`src/rtl/fros_pkg.sv`:
```
package fros_pkg;

  localparam int unsigned COUNT_BITS = 16;
  localparam int unsigned FRAC_BITS  = 10;
  localparam int unsigned FREQ_W     = 24;
  localparam int unsigned RATE_W     = 32;
  localparam int unsigned TICK_W     = 32;
  localparam int unsigned ROC_THR_W  = 31;

  localparam int unsigned BASE_FREQ  = 16000;
  localparam int unsigned RATE_SCALE = 32000;
  localparam int unsigned SCALE_W    = 15;

  localparam int unsigned PROD_W = FREQ_W + SCALE_W;
  localparam int unsigned DEN_W  = COUNT_BITS + 1;
  localparam int unsigned STEP_W = $clog2(PROD_W + 1);

  localparam logic [FREQ_W-1:0] FREQ_MAX = FREQ_W'(BASE_FREQ << FRAC_BITS);

  localparam int unsigned IN_TDATA_W  = COUNT_BITS + TICK_W;
  localparam int unsigned OUT_TDATA_W = FREQ_W + RATE_W + TICK_W;
  localparam int unsigned OUT_TUSER_W = 2;

  localparam int unsigned CFG_IDX_W  = 8;
  localparam int unsigned CFG_DATA_W = 32;

  localparam logic [CFG_IDX_W-1:0] CFG_FREQ_THR = CFG_IDX_W'(0);
  localparam logic [CFG_IDX_W-1:0] CFG_ROC_THR  = CFG_IDX_W'(1);

  localparam logic [FREQ_W-1:0]    FREQ_THR_RST = FREQ_W'(51200);
  localparam logic [ROC_THR_W-1:0] ROC_THR_RST  = ROC_THR_W'(20480);

  typedef struct packed {
    logic load;
    logic div_start;
    logic div_rate;
    logic cap_freq;
    logic mul;
    logic cap_rate;
    logic commit;
  } cmd_t;

  typedef struct packed {
    logic count_zero;
    logic seen_first;
    logic div_done;
    logic out_free;
  } status_t;

endpackage

```
`src/rtl/fros_div.sv`:
```
module fros_div (
  input  logic                              clk_i,
  input  logic                              rst_ni,
  input  logic                              start_i,
  input  logic [fros_pkg::PROD_W-1:0]       dividend_i,
  input  logic [fros_pkg::DEN_W-1:0]        divisor_i,
  input  logic [fros_pkg::STEP_W-1:0]       steps_i,
  output logic                              done_o,
  output logic [fros_pkg::PROD_W-1:0]       quotient_o
);

  logic [fros_pkg::STEP_W-1:0] cnt_q, cnt_d;
  logic                        done_q, done_d;
  logic [fros_pkg::DEN_W-1:0]  rem_q, rem_d;
  logic [fros_pkg::DEN_W-1:0]  den_q, den_d;
  logic [fros_pkg::PROD_W-1:0] sh_q, sh_d;
  logic [fros_pkg::PROD_W-1:0] quo_q, quo_d;

  logic [fros_pkg::DEN_W:0]    trial;
  logic                        fits;

  // restoring division, one quotient bit per cycle
  assign trial = {rem_q, sh_q[fros_pkg::PROD_W-1]};
  assign fits  = (trial >= {1'b0, den_q});

  always_comb begin
    cnt_d  = cnt_q;
    done_d = 1'b0;
    rem_d  = rem_q;
    den_d  = den_q;
    sh_d   = sh_q;
    quo_d  = quo_q;
    if (start_i) begin
      cnt_d = steps_i;
      rem_d = '0;
      den_d = divisor_i;
      sh_d  = dividend_i;
      quo_d = '0;
    end else if (cnt_q != '0) begin
      cnt_d  = cnt_q - 1'b1;
      done_d = (cnt_q == fros_pkg::STEP_W'(1));
      rem_d  = fits ? fros_pkg::DEN_W'(trial - {1'b0, den_q}) : trial[fros_pkg::DEN_W-1:0];
      sh_d   = {sh_q[fros_pkg::PROD_W-2:0], 1'b0};
      quo_d  = {quo_q[fros_pkg::PROD_W-2:0], fits};
    end
  end

  always_ff @(posedge clk_i or negedge rst_ni) begin
    if (!rst_ni) begin
      cnt_q  <= '0;
      done_q <= 1'b0;
    end else begin
      cnt_q  <= cnt_d;
      done_q <= done_d;
    end
  end

  always_ff @(posedge clk_i) begin
    rem_q <= rem_d;
    den_q <= den_d;
    sh_q  <= sh_d;
    quo_q <= quo_d;
  end

  assign done_o     = done_q;
  assign quotient_o = quo_q;

endmodule

```
`src/rtl/fros_datapath.sv`:
```
module fros_datapath (
  input  logic                                clk_i,
  input  logic                                rst_ni,
  input  fros_pkg::cmd_t                      cmd_i,
  output fros_pkg::status_t                   status_o,
  input  logic [fros_pkg::IN_TDATA_W-1:0]     in_data_i,
  output logic                                out_valid_o,
  input  logic                                out_ready_i,
  output logic [fros_pkg::OUT_TDATA_W-1:0]    out_data_o,
  output logic [fros_pkg::OUT_TUSER_W-1:0]    out_user_o,
  input  logic                                cfg_we_i,
  input  logic [fros_pkg::CFG_IDX_W-1:0]      cfg_addr_i,
  input  logic [fros_pkg::CFG_DATA_W-1:0]     cfg_data_i
);

  localparam logic [fros_pkg::PROD_W-1:0] FreqDividend =
    fros_pkg::PROD_W'(fros_pkg::FREQ_MAX) << (fros_pkg::PROD_W - fros_pkg::FREQ_W);
  localparam logic [fros_pkg::PROD_W-1:0] PosLimit = fros_pkg::PROD_W'(32'h7FFF_FFFF);
  localparam logic [fros_pkg::PROD_W-1:0] NegLimit = fros_pkg::PROD_W'(32'h8000_0000);

  logic [fros_pkg::FREQ_W-1:0]     freq_thr_q;
  logic [fros_pkg::ROC_THR_W-1:0]  roc_thr_q;

  logic [fros_pkg::COUNT_BITS-1:0] last_count_q;
  logic [fros_pkg::FREQ_W-1:0]     last_freq_q;
  logic                            seen_q;

  logic [fros_pkg::COUNT_BITS-1:0] count_q;
  logic [fros_pkg::TICK_W-1:0]     tick_q;
  logic                            err_q;
  logic [fros_pkg::FREQ_W-1:0]     freq_q;
  logic [fros_pkg::PROD_W-1:0]     prod_q;
  logic [fros_pkg::DEN_W-1:0]      den_q;
  logic                            sign_q;
  logic [fros_pkg::RATE_W-1:0]     mag_q;
  logic                            neg_q;

  logic                            out_valid_q;
  logic [fros_pkg::OUT_TDATA_W-1:0] out_data_q;
  logic [fros_pkg::OUT_TUSER_W-1:0] out_user_q;

  logic [fros_pkg::COUNT_BITS-1:0] in_count;
  logic [fros_pkg::FREQ_W-1:0]     diff;
  logic                            freq_lower;
  logic [fros_pkg::PROD_W-1:0]     div_dividend;
  logic [fros_pkg::DEN_W-1:0]      div_divisor;
  logic [fros_pkg::STEP_W-1:0]     div_steps;
  logic                            div_done;
  logic [fros_pkg::PROD_W-1:0]     quo;
  logic [fros_pkg::RATE_W-1:0]     sat_mag;
  logic [fros_pkg::RATE_W-1:0]     rate_bits;
  logic                            unstable;

  assign in_count   = in_data_i[fros_pkg::COUNT_BITS-1:0];
  assign freq_lower = (freq_q < last_freq_q);
  assign diff       = freq_lower ? (last_freq_q - freq_q) : (freq_q - last_freq_q);

  assign div_dividend = cmd_i.div_rate ? prod_q : FreqDividend;
  assign div_divisor  = cmd_i.div_rate ? den_q : fros_pkg::DEN_W'(count_q);
  assign div_steps    = cmd_i.div_rate ? fros_pkg::STEP_W'(fros_pkg::PROD_W)
                                       : fros_pkg::STEP_W'(fros_pkg::FREQ_W);

  fros_div u_div (
    .clk_i      (clk_i),
    .rst_ni     (rst_ni),
    .start_i    (cmd_i.div_start),
    .dividend_i (div_dividend),
    .divisor_i  (div_divisor),
    .steps_i    (div_steps),
    .done_o     (div_done),
    .quotient_o (quo)
  );

  always_comb begin
    if (sign_q) begin
      sat_mag = (quo > NegLimit) ? NegLimit[fros_pkg::RATE_W-1:0] : quo[fros_pkg::RATE_W-1:0];
    end else begin
      sat_mag = (quo > PosLimit) ? PosLimit[fros_pkg::RATE_W-1:0] : quo[fros_pkg::RATE_W-1:0];
    end
  end

  assign rate_bits = neg_q ? (~mag_q + 1'b1) : mag_q;
  assign unstable  = err_q || (freq_q < freq_thr_q) ||
                     (mag_q > fros_pkg::RATE_W'(roc_thr_q));

  always_ff @(posedge clk_i or negedge rst_ni) begin
    if (!rst_ni) begin
      freq_thr_q   <= fros_pkg::FREQ_THR_RST;
      roc_thr_q    <= fros_pkg::ROC_THR_RST;
      last_count_q <= '0;
      last_freq_q  <= '0;
      seen_q       <= 1'b0;
      out_valid_q  <= 1'b0;
    end else begin
      if (cfg_we_i) begin
        case (cfg_addr_i)
          fros_pkg::CFG_FREQ_THR: freq_thr_q <= cfg_data_i[fros_pkg::FREQ_W-1:0];
          fros_pkg::CFG_ROC_THR:  roc_thr_q  <= cfg_data_i[fros_pkg::ROC_THR_W-1:0];
          default: ;
        endcase
      end
      if (cmd_i.commit && !err_q) begin
        last_count_q <= count_q;
        last_freq_q  <= freq_q;
        seen_q       <= 1'b1;
      end
      if (cmd_i.commit) begin
        out_valid_q <= 1'b1;
      end else if (out_ready_i) begin
        out_valid_q <= 1'b0;
      end
    end
  end

  always_ff @(posedge clk_i) begin
    if (cmd_i.load) begin
      count_q <= in_count;
      tick_q  <= in_data_i[fros_pkg::IN_TDATA_W-1:fros_pkg::COUNT_BITS];
      err_q   <= (in_count == '0);
      freq_q  <= fros_pkg::FREQ_MAX;
      mag_q   <= '0;
      neg_q   <= 1'b0;
    end
    if (cmd_i.cap_freq) begin
      freq_q <= quo[fros_pkg::FREQ_W-1:0];
    end
    if (cmd_i.mul) begin
      prod_q <= fros_pkg::PROD_W'(diff) * fros_pkg::PROD_W'(fros_pkg::RATE_SCALE);
      sign_q <= freq_lower;
      den_q  <= fros_pkg::DEN_W'(last_count_q) + fros_pkg::DEN_W'(count_q);
    end
    if (cmd_i.cap_rate) begin
      mag_q <= sat_mag;
      neg_q <= sign_q && (quo != '0);
    end
    if (cmd_i.commit) begin
      out_data_q <= {tick_q, rate_bits, freq_q};
      out_user_q <= {err_q, unstable};
    end
  end

  assign status_o.count_zero = (in_count == '0);
  assign status_o.seen_first = seen_q;
  assign status_o.div_done   = div_done;
  assign status_o.out_free   = !out_valid_q || out_ready_i;

  assign out_valid_o = out_valid_q;
  assign out_data_o  = out_data_q;
  assign out_user_o  = out_user_q;

endmodule

```
`src/rtl/fros_ctrl.sv`:
```
module fros_ctrl (
  input  logic              clk_i,
  input  logic              rst_ni,
  input  logic              in_valid_i,
  output logic              in_ready_o,
  input  fros_pkg::status_t status_i,
  output fros_pkg::cmd_t    cmd_o
);

  typedef enum logic [6:0] {
    ST_IDLE   = 7'b0000001,
    ST_FSTART = 7'b0000010,
    ST_FWAIT  = 7'b0000100,
    ST_MUL    = 7'b0001000,
    ST_RSTART = 7'b0010000,
    ST_RWAIT  = 7'b0100000,
    ST_FIN    = 7'b1000000
  } state_e;

  state_e state_q, state_d;

  always_comb begin
    state_d = state_q;
    cmd_o   = '0;
    case (state_q)
      ST_IDLE: begin
        if (in_valid_i) begin
          cmd_o.load = 1'b1;
          state_d    = status_i.count_zero ? ST_FIN : ST_FSTART;
        end
      end
      ST_FSTART: begin
        cmd_o.div_start = 1'b1;
        state_d         = ST_FWAIT;
      end
      ST_FWAIT: begin
        if (status_i.div_done) begin
          cmd_o.cap_freq = 1'b1;
          state_d        = status_i.seen_first ? ST_MUL : ST_FIN;
        end
      end
      ST_MUL: begin
        cmd_o.mul = 1'b1;
        state_d   = ST_RSTART;
      end
      ST_RSTART: begin
        cmd_o.div_start = 1'b1;
        cmd_o.div_rate  = 1'b1;
        state_d         = ST_RWAIT;
      end
      ST_RWAIT: begin
        cmd_o.div_rate = 1'b1;
        if (status_i.div_done) begin
          cmd_o.cap_rate = 1'b1;
          state_d        = ST_FIN;
        end
      end
      ST_FIN: begin
        if (status_i.out_free) begin
          cmd_o.commit = 1'b1;
          state_d      = ST_IDLE;
        end
      end
      default: state_d = ST_IDLE;
    endcase
  end

  always_ff @(posedge clk_i or negedge rst_ni) begin
    if (!rst_ni) begin
      state_q <= ST_IDLE;
    end else begin
      state_q <= state_d;
    end
  end

  assign in_ready_o = (state_q == ST_IDLE);

endmodule

```
`src/rtl/frequency_roc_stability_check.sv`:
```
// Under-frequency and RoCoF stability check.
// Slave stream: one request per period sample (count and arrival tick).
// Master stream: one result per request, in order, with frequency, signed
// rate of change, the copied tick, and the unstable/count_error flags.
// Config channel: index 0 writes the frequency limit, index 1 the rate
// limit; other indexes are dropped. Write only while no request is in flight.
// A zero count skips both divisions, the first good sample does only the
// frequency division, and later samples do both. One shared restoring
// divider does a 24-step frequency division and a 39-step rate division,
// one quotient bit per cycle. One request is in work at a time; the next
// one is accepted the cycle after a result is written to the output register.
// If the receiver stalls, the result waits in the output register; a new
// request is still accepted and computed, then held until that register frees.
// Reset clears the previous-sample state, the output valid flag and restores
// both limits (50 Hz and 20 Hz/s).
module frequency_roc_stability_check (
  input  logic                                  clk_i,
  input  logic                                  rst_ni,
  input  logic                                  s_axis_tvalid,
  output logic                                  s_axis_tready,
  // [15:0] period_count, [47:16] sample_tick
  input  logic [fros_pkg::IN_TDATA_W-1:0]       s_axis_tdata,
  output logic                                  m_axis_tvalid,
  input  logic                                  m_axis_tready,
  // [23:0] frequency, [55:24] rate_of_change, [87:56] result_tick
  output logic [fros_pkg::OUT_TDATA_W-1:0]      m_axis_tdata,
  // [0] unstable, [1] count_error
  output logic [fros_pkg::OUT_TUSER_W-1:0]      m_axis_tuser,
  input  logic                                  cfg_valid_i,
  output logic                                  cfg_ready_o,
  input  logic [fros_pkg::CFG_IDX_W-1:0]        cfg_addr_i,
  input  logic [fros_pkg::CFG_DATA_W-1:0]       cfg_data_i
);

  fros_pkg::cmd_t    cmd;
  fros_pkg::status_t status;

  assign cfg_ready_o = 1'b1;

  fros_ctrl u_ctrl (
    .clk_i      (clk_i),
    .rst_ni     (rst_ni),
    .in_valid_i (s_axis_tvalid),
    .in_ready_o (s_axis_tready),
    .status_i   (status),
    .cmd_o      (cmd)
  );

  fros_datapath u_dp (
    .clk_i       (clk_i),
    .rst_ni      (rst_ni),
    .cmd_i       (cmd),
    .status_o    (status),
    .in_data_i   (s_axis_tdata),
    .out_valid_o (m_axis_tvalid),
    .out_ready_i (m_axis_tready),
    .out_data_o  (m_axis_tdata),
    .out_user_o  (m_axis_tuser),
    .cfg_we_i    (cfg_valid_i),
    .cfg_addr_i  (cfg_addr_i),
    .cfg_data_i  (cfg_data_i)
  );

endmodule

```
`config.mk`:
```
export PLATFORM = sky130hd
export DESIGN_NAME = frequency_roc_stability_check
export DESIGN_NICKNAME = d
export VERILOG_FILES = /design/src/rtl/fros_pkg.sv /design/src/rtl/fros_div.sv /design/src/rtl/fros_datapath.sv /design/src/rtl/fros_ctrl.sv /design/src/rtl/frequency_roc_stability_check.sv
export SDC_FILE = /design/constraint.sdc
export NUM_CORES = 1
export LEC_CHECK = 0
export ABC_CLOCK_PERIOD_IN_PS = 9800
export BUFFER_PORTS_ARGS = -buffer_cell sky130_fd_sc_hd__buf_2
export CAP_MARGIN = 30
export CORE_MARGIN = 2
export CORE_UTILIZATION = 61
export CTS_CLUSTER_SIZE = 14
export DETAILED_ROUTE_END_ITERATION = 10
export HOLD_SLACK_MARGIN = 0.05
export PLACE_DENSITY = 0.89
export REMOVE_ABC_BUFFERS = 1
export SKIP_LAST_GASP = 1
export SLEW_MARGIN = 40
export SYNTH_ARGS = -nofsm -noshare
export SYNTH_HDL_FRONTEND = slang
export SYNTH_SLANG_ARGS = --single-unit
```
`constraint.sdc`:
```
create_clock -name clk_i -period 9.8 [get_ports clk_i]
set_clock_uncertainty 0.1 [all_clocks]
set_input_delay 0.49 -clock clk_i [delete_from_list [all_inputs] [get_ports clk_i]]
set_output_delay 0.49 -clock clk_i [all_outputs]
set_load 0.05 [all_outputs]
```
==> summary.md, run 1 <==
| Metric | Value |
|---|---|
| Status | `finished clean` |
| Fin crit period | `8440 ps` |
| Yosys reg bits | `between 400 and 500` |
| GRT met3 Usage | `between 4 and 5%` |
| # DRC | `0` |
| Max_cap viols | `0` |
| Avg Inst Size Synth | `11.0 µm²` |
| Post-synthesis cell count | `roughly 2400` |
| Die width | `approximately 210 µm` |
| Slew HR | `around 45%` |
| Starting DRT DRC Count | `approximately 1700` |
| Global-route wire length before repair | `~100000 µm` |
| Worst path slowest cell | `o21ai_4` |
| Largest net degree at the start of global routing | `72` |
| Grt total ovfl | `0` |
| Area leader, netlist | `edfxtp_1` |
| Flip-flop and latch area | `12700 µm²` |
| CTS max path bufs | `3` |
| Routed Wire Length | `approximately 63000 µm` |
| Clk_lat worst skew | `slightly above 600 ps` |
| Slew @ Worst Pin | `a little over 800 ps` |
| ANT cells | `0` |
| Synth-to-layout area growth | `14.8%` |
| IO Count | `roughly 190` |
| RSZ-0062 raised after global routing | `false` |
| CP required | `~10000 ps` |
| Hold Fails Final Rpt | `0` |
| CP max FO | `21` |
| Worst hold slack | `62.4 ps` |
| Crit path capture type | `register` |
| Placement row count | `between 70 and 80` |
| Commonest non-fill, non-tap cell in the layout | `edfxtp_1` |
| Most Crowded Layer GR | `met2` |
| Nets | `approximately 3000` |
| Via count | `19300` |
| Slowest cell delay on critical path | `~550 ps` |
| Clock Pin Slew Worst Setup and Hold Paths | `60 ps` |
| Core area | `~42000 µm²` |
| HPWL Detailed | `41600 µm` |
| Initial antenna violation count | `1` |
| Startpoint Class | `register` |
| Vias per Instance | `around 6` |
| Fill count | `2735` |
| Multi-input gate area | `roughly 12000 µm²` |
| Top_reg_cell synth | `edfxtp_1` |
| Ys async rst share | `roughly 24%` |
| Die area | `~45000 µm²` |
| I/O Buffers | `about 180` |
| Initial Util | `just over 60%` |
| Number of synthesized flops with an enable pin | `between 200 and 300` |
| Sequential share of the synthesized area | `about 48%` |
| Met2 usage | `50.6%` |
| Clk sink count | `between 400 and 500` |
| Final setup fails | `0` |
| Hold Path Class | `in -> reg` |
| H-Tree Depth | `2` |
| Total Routing Usage GR | `between 20% and 30%` |
| Drt wl/cell | `approximately 20 µm` |
| Yosys warning count | `0` |
| Global Route met1 Usage | `35.0%` |
| Worst EP arrival | `between 8000 and 9000 ps` |
| Peak Freq | `118 MHz` |
| Die H | `211 µm` |
| Max Transition Viols Final | `0` |
| Synth top area share | `about a third` |
| Number of global-route vias before repair | `roughly 20000` |
| Layout cells sized above 1 | `14.7%` |
| Yosys cell types | `between 80 and 90` |
| CTS tree | `yes` |
| Drt pass-1 iters | `8` |
| Root buf cell | `clkbuf_16` |
| Fin crit share | `a little under nine tenths` |
| Area of the mapped netlist | `around 26000 µm²` |
| Post-route ant nets | `0` |
| Placer congestion estimate | `0.900` |
| Most frequent cells in the layout | `edfxtp_1, inv_1, nand2_1` |
| Final setup TNS | `0 ps` |
| Most used cell, CP | `fa_1` |
| Cts bufs inserted | `47` |
| Setup CP Type | `reg -> reg` |
| Dominant cells by area after synthesis | `edfxtp_1, dfrtp_1, ha_1` |
[metrics by stage]
step	util [%]	worst slack (ps)	area [µm²]	cells
3_5_place_dp	65.6	1440	27700	3039
5_1_grt	71.3	856	30100	3205
6_report	71.3	1360	30100	3205
2_1_floorplan	-	2140	25900	2298
3_3_place_gp	65.4	1650	27600	3037
4_1_cts	71.2	1440	30100	3205
[kinds of logic (layout without fill, tap and decap cells)]
kind of cell | after synthesis | in the layout | share of synthesized area (%)
AO/OA/AOI/OAI | 552 | 552 | 13.3
XOR/XNOR | 119 | 119 | 4.16
adder cells (fa/ha/maj) | 285 | 285 | 16.0
buffers and inverters | 360 | 646 | 5.33
flip-flops | 460 | 460 | 48.4
multiplexers | 80 | 80 | 3.37
other | 1 | 1 | 0.0143
AND/OR/NAND/NOR | 523 | 523 | 9.40
[routing by layer]
layer  vias up  wire, µm
met5         -         7
li1       8825         -
met3       183      4510
met1      9363     24600
met2       924     32100
met4         2      2190
[path summary, 6_finish.rpt]
path / slack (ps) / endpoint / cells past startpoint / start
worst min register to register: 320 / u_dp.out_data_o[56]$_DFFE_PP_ / 0 / u_dp.tick_q[0]$_DFFE_PP_
worst max register to register: 1360 / u_dp.prod_q[37]$_DFFE_PP_ / 29 / u_dp.freq_q[0]$_SDFFCE_PN0P_
worst min-delay path: 60 / u_dp.freq_thr_q[3]$_DFFE_PN0P_ / 3 / cfg_data_i[3]
worst max-delay path: 1360 / u_dp.prod_q[37]$_DFFE_PP_ / 29 / u_dp.freq_q[0]$_SDFFCE_PN0P_
min in group asynchronous: 310 / u_dp.last_count_q[5]$_DFFE_PN0P_ / 2 / rst_ni
max in group asynchronous: 8130 / u_dp.last_freq_q[1]$_DFFE_PN0P_ / 3 / rst_ni
[Yosys cell counts (4+ instances only)]
library cell	instances
o31ai_1	16
nand4_1	26
nor3_1	16
dfxtp_1	56
a22o_1	24
a31oi_1	10
buf_2	16
buf_4	4
nor2_1	109
fa_1	84
nor2b_1	17
nor4_1	18
o21a_1	27
xor2_1	22
mux2i_1	13
xnor2_1	92
dfrtp_1	105
or2_2	5
mux2_2	67
dfstp_2	6
inv_1	277
nand2_1	220
or3_1	11
o21ai_2	4
a211oi_1	16
a21oi_1	179
a21boi_0	5
nand2b_1	23
ha_1	201
edfxtp_1	293
o21ai_0	130
nor3b_1	5
o21bai_1	12
a21o_1	65
o211ai_1	14
and2_1	9
o22ai_1	5
and3_1	24
o22a_1	6
buf_1	5
nand3_1	19
clkbuf_1	55
[final cells by class]
type / count / share of cell area (%)
timing repair buffer: 280 / 6.21
inverter: 278 / 3.47
sequential: 460 / 42.2
clock inverter: 23 / 0.881
tap: 539 / 2.24
multi-input combinational: 1560 / 40.5
clock buffer: 65 / 4.47
[what timing repair did]
item,4_1_cts,5_1_grt
endpoints found under the hold margin,123,0
endpoints found under the setup margin,0,0
gates resized for setup,0,0
buffers inserted,0,0
hold buffers,78,0
[worst max-delay path: cells and delay by family (launching register included)]
| kind | cells | cell delay (ps) |
|---|---|---|
| muxes | 1 | 370 |
| and+or+nand+nor | 3 | 250 |
| buffers and inverters | 4 | 300 |
| xor gates and xnor gates | 2 | 590 |
| adders and majority gates | 7 | 2900 |
| DFF | 1 | 430 |
| AOI/OAI and AO/OA | 12 | 3260 |
[state kept, by name, indices dropped and copies added, names as in the netlist, 2 cells and up]
register and cells:
u_dp.out_data_o 88, u_dp.u_div.quotient_o 39, u_dp.mag_q 32, u_dp.tick_q 32
u_dp.prod_q 31, u_dp.roc_thr_q 31, u_dp.u_div.sh_q 31, u_dp.freq_q 24
u_dp.freq_thr_q 24, u_dp.last_freq_q 24, u_dp.den_q 17, u_dp.u_div.den_q 17
u_dp.u_div.rem_q 17, u_dp.count_q 16, u_dp.last_count_q 16, u_ctrl.state_q 7
u_dp.u_div.cnt_q 6, u_dp.out_user_o 2
Power of run 1 is not shown: default switching activity piles up to over one toggle a cycle in this logic, so the estimate is an artifact.
==> inputs of run 2 (changes only) <==
--- a/config.mk
+++ b/config.mk
@@ -13,7 +13,7 @@
 export CTS_CLUSTER_SIZE = 14
 export DETAILED_ROUTE_END_ITERATION = 10
 export HOLD_SLACK_MARGIN = 0.05
-export PLACE_DENSITY = 0.89
+export PLACE_DENSITY_LB_ADDON = 0.08
 export REMOVE_ABC_BUFFERS = 1
 export SKIP_LAST_GASP = 1
 export SLEW_MARGIN = 40
==> summary.md, run 2 (synthesized netlist as in run 1, its figures left out) <==
| Metric | Value |
|---|---|
| Fin crit period | `between 8000 and 9000 ps` |
| Clk_lat worst skew | `620 ps` |
| Layout cells sized above 1 | `14.7%` |
| Setup CP Type | `reg -> reg` |
| Die area | `~45000 µm²` |
| Hold Fails Final Rpt | `0` |
| Fin crit share | `a little under nine tenths` |
| Clock Pin Slew Worst Setup and Hold Paths | `roughly 60 ps` |
| RSZ-0062 raised after global routing | `false` |
| RR Startpoint | `u_dp.freq_q[0]$_SDFFCE_PN0P_` |
| CTS tree | `yes` |
| Hold Path Class | `in -> reg` |
| Placement row count | `75` |
| Drt pass-1 iters | `5` |
| Most used cell, CP | `inv_1` |
| Commonest non-fill, non-tap cell in the layout | `edfxtp_1` |
| Global-route wire length before repair | `between 90000 and 100000 µm` |
| Core area | `approximately 42000 µm²` |
| Post-CTS sizing | `0` |
| Final setup fails | `0` |
| Starting DRT DRC Count | `~1000` |
| R2r endpoint | `u_dp.prod_q[30]$_DFFE_PP_` |
| Worst R2R Path Depth | `29` |
| Delay-heaviest family, CP | `adder cells` |
| Most frequent cells in the layout | `edfxtp_1, inv_1, nand2_1` |
| Hold_sp | `cfg_data_i[0]` |
| Grt total ovfl | `0` |
| IO Count | `about 190` |
| Total Routing Usage GR | `a little over a quarter` |
| CTS max path bufs | `3` |
| Via count | `around 18000` |
| CP required | `roughly 10000 ps` |
| Hold Crit Depth | `2` |
| HPWL Detailed | `40000 µm` |
| Worst path slowest cell | `o21ai_4` |
| H-Tree Depth | `2` |
| Drt wl/cell | `~18 µm` |
| Vias per Instance | `about 5.7` |
| Worst Hold Path EP | `u_dp.freq_thr_q[0]$_DFFE_PN0P_` |
| Final setup TNS | `0 ps` |
| Clk sink count | `460` |
| Crit path capture type | `register` |
| Multi-input gate area | `12200 µm²` |
| Reg2reg setup slack | `1380 ps` |
| Routed Wire Length | `around 57000 µm` |
| Peak Freq | `around 120 MHz` |
| Max reg flops | `88` |
| Nets | `between 3000 and 4000` |
| Die H | `211 µm` |
| Root buf cell | `clkbuf_16` |
| Slowest cell delay on critical path | `roughly 600 ps` |
| Slew @ Worst Pin | `809 ps` |
| Post-route ant nets | `0` |
| Largest net degree at the start of global routing | `between 70 and 80` |
| ANT cells | `0` |
| Number of global-route vias before repair | `approximately 19000` |
| Max Transition Viols Final | `0` |
| Die width | `approximately 210 µm` |
| Slew HR | `45.9%` |
| Flip-flop and latch area | `about 13000 µm²` |
| Crit path buf inv count | `6` |
| Placer congestion estimate | `approximately 0.87` |
| # DRC | `0` |
| Status | `finished clean` |
| Max_cap viols | `0` |
| Cts bufs inserted | `between 40 and 50` |
| Initial antenna violation count | `0` |
| Initial Util | `between 60% and 70%` |
| Worst hold slack | `approximately 70 ps` |
| Startpoint Class | `register` |
| I/O Buffers | `about 180` |
| Worst EP arrival | `8640 ps` |
| CP max FO | `23` |
| Fill count | `between 3000 and 4000` |
| Synth-to-layout area growth | `15.1%` |
## run 2: cell types whose count changed in the layout (fill, tap and decap cells not counted), moves of 2 or more
cell	change
clkinv_1	+2
buf_8	+2
clkinv_2	+2
clkinvlp_4	-2
dlygate4sd3_1	+2
## run 2: how the worst max path moves through the flow
stage,from,slack [ps],cells past startpoint,end
2_1_floorplan,u_dp.freq_q[0]$_SDFFCE_PN0P_,2140,29,u_dp.prod_q[30]$_DFFE_PP_
3_3_place_gp,u_dp.freq_q[0]$_SDFFCE_PN0P_,1540,29,u_dp.prod_q[30]$_DFFE_PP_
3_5_place_dp,u_dp.freq_q[0]$_SDFFCE_PN0P_,1360,29,u_dp.prod_q[30]$_DFFE_PP_
4_1_cts,u_dp.freq_q[0]$_SDFFCE_PN0P_,1340,29,u_dp.prod_q[30]$_DFFE_PP_
5_1_grt,u_dp.freq_q[0]$_SDFFCE_PN0P_,790,30,u_dp.prod_q[37]$_DFFE_PP_
6_report,u_dp.freq_q[0]$_SDFFCE_PN0P_,1380,29,u_dp.prod_q[30]$_DFFE_PP_
## run 2: worst register-to-register path: cells and delay by family (launching register included)
| family | cells | cell delay, ps |
|---|---|---|
| muxes | 1 | 420 |
| adders and majority gates | 7 | 3070 |
| DFF | 1 | 440 |
| AOI/OAI and AO/OA | 11 | 2740 |
| xor gates and xnor gates | 2 | 610 |
| buffers and inverters | 6 | 560 |
| and+or+nand+nor | 2 | 190 |
## run 2: area by class of cell
cell class              count  area share, %
clock buffers              66           4.50
clock inverters            25           1.05
inverters                 278           3.46
multi-input cells        1560           40.4
flip-flops and latches    460           42.1
well taps                 539           2.23
repair buffers            284           6.30
## run 2: per-stage QoR
stage                     std cells  setup slack (ps)  utilization, %  area (µm²)
after floorplan                2298              2140               -       25900
final                          3212              1380            71.5       30200
after global routing           3212               789            71.5       30200
after global placement         3038              1540            65.4       27600
after CTS                      3212              1340            71.5       30200
after detailed placement       3041              1360            65.6       27700
## run 2: metal layers
metal,global-route usage (%),part of all wire [%],up-vias
met2,45.4,50,416
met1,33.7,43,8953
li1,-,-,8847
met5,0,0,-
met4,8.26,2.7,0
met3,4.04,4.4,95
## run 2: timing repair
action,in CTS,in global routing
hold buffers,80,0
buffers inserted,0,0
hold endpoints to repair,136,0
Power of run 2 is left out for the same reason.
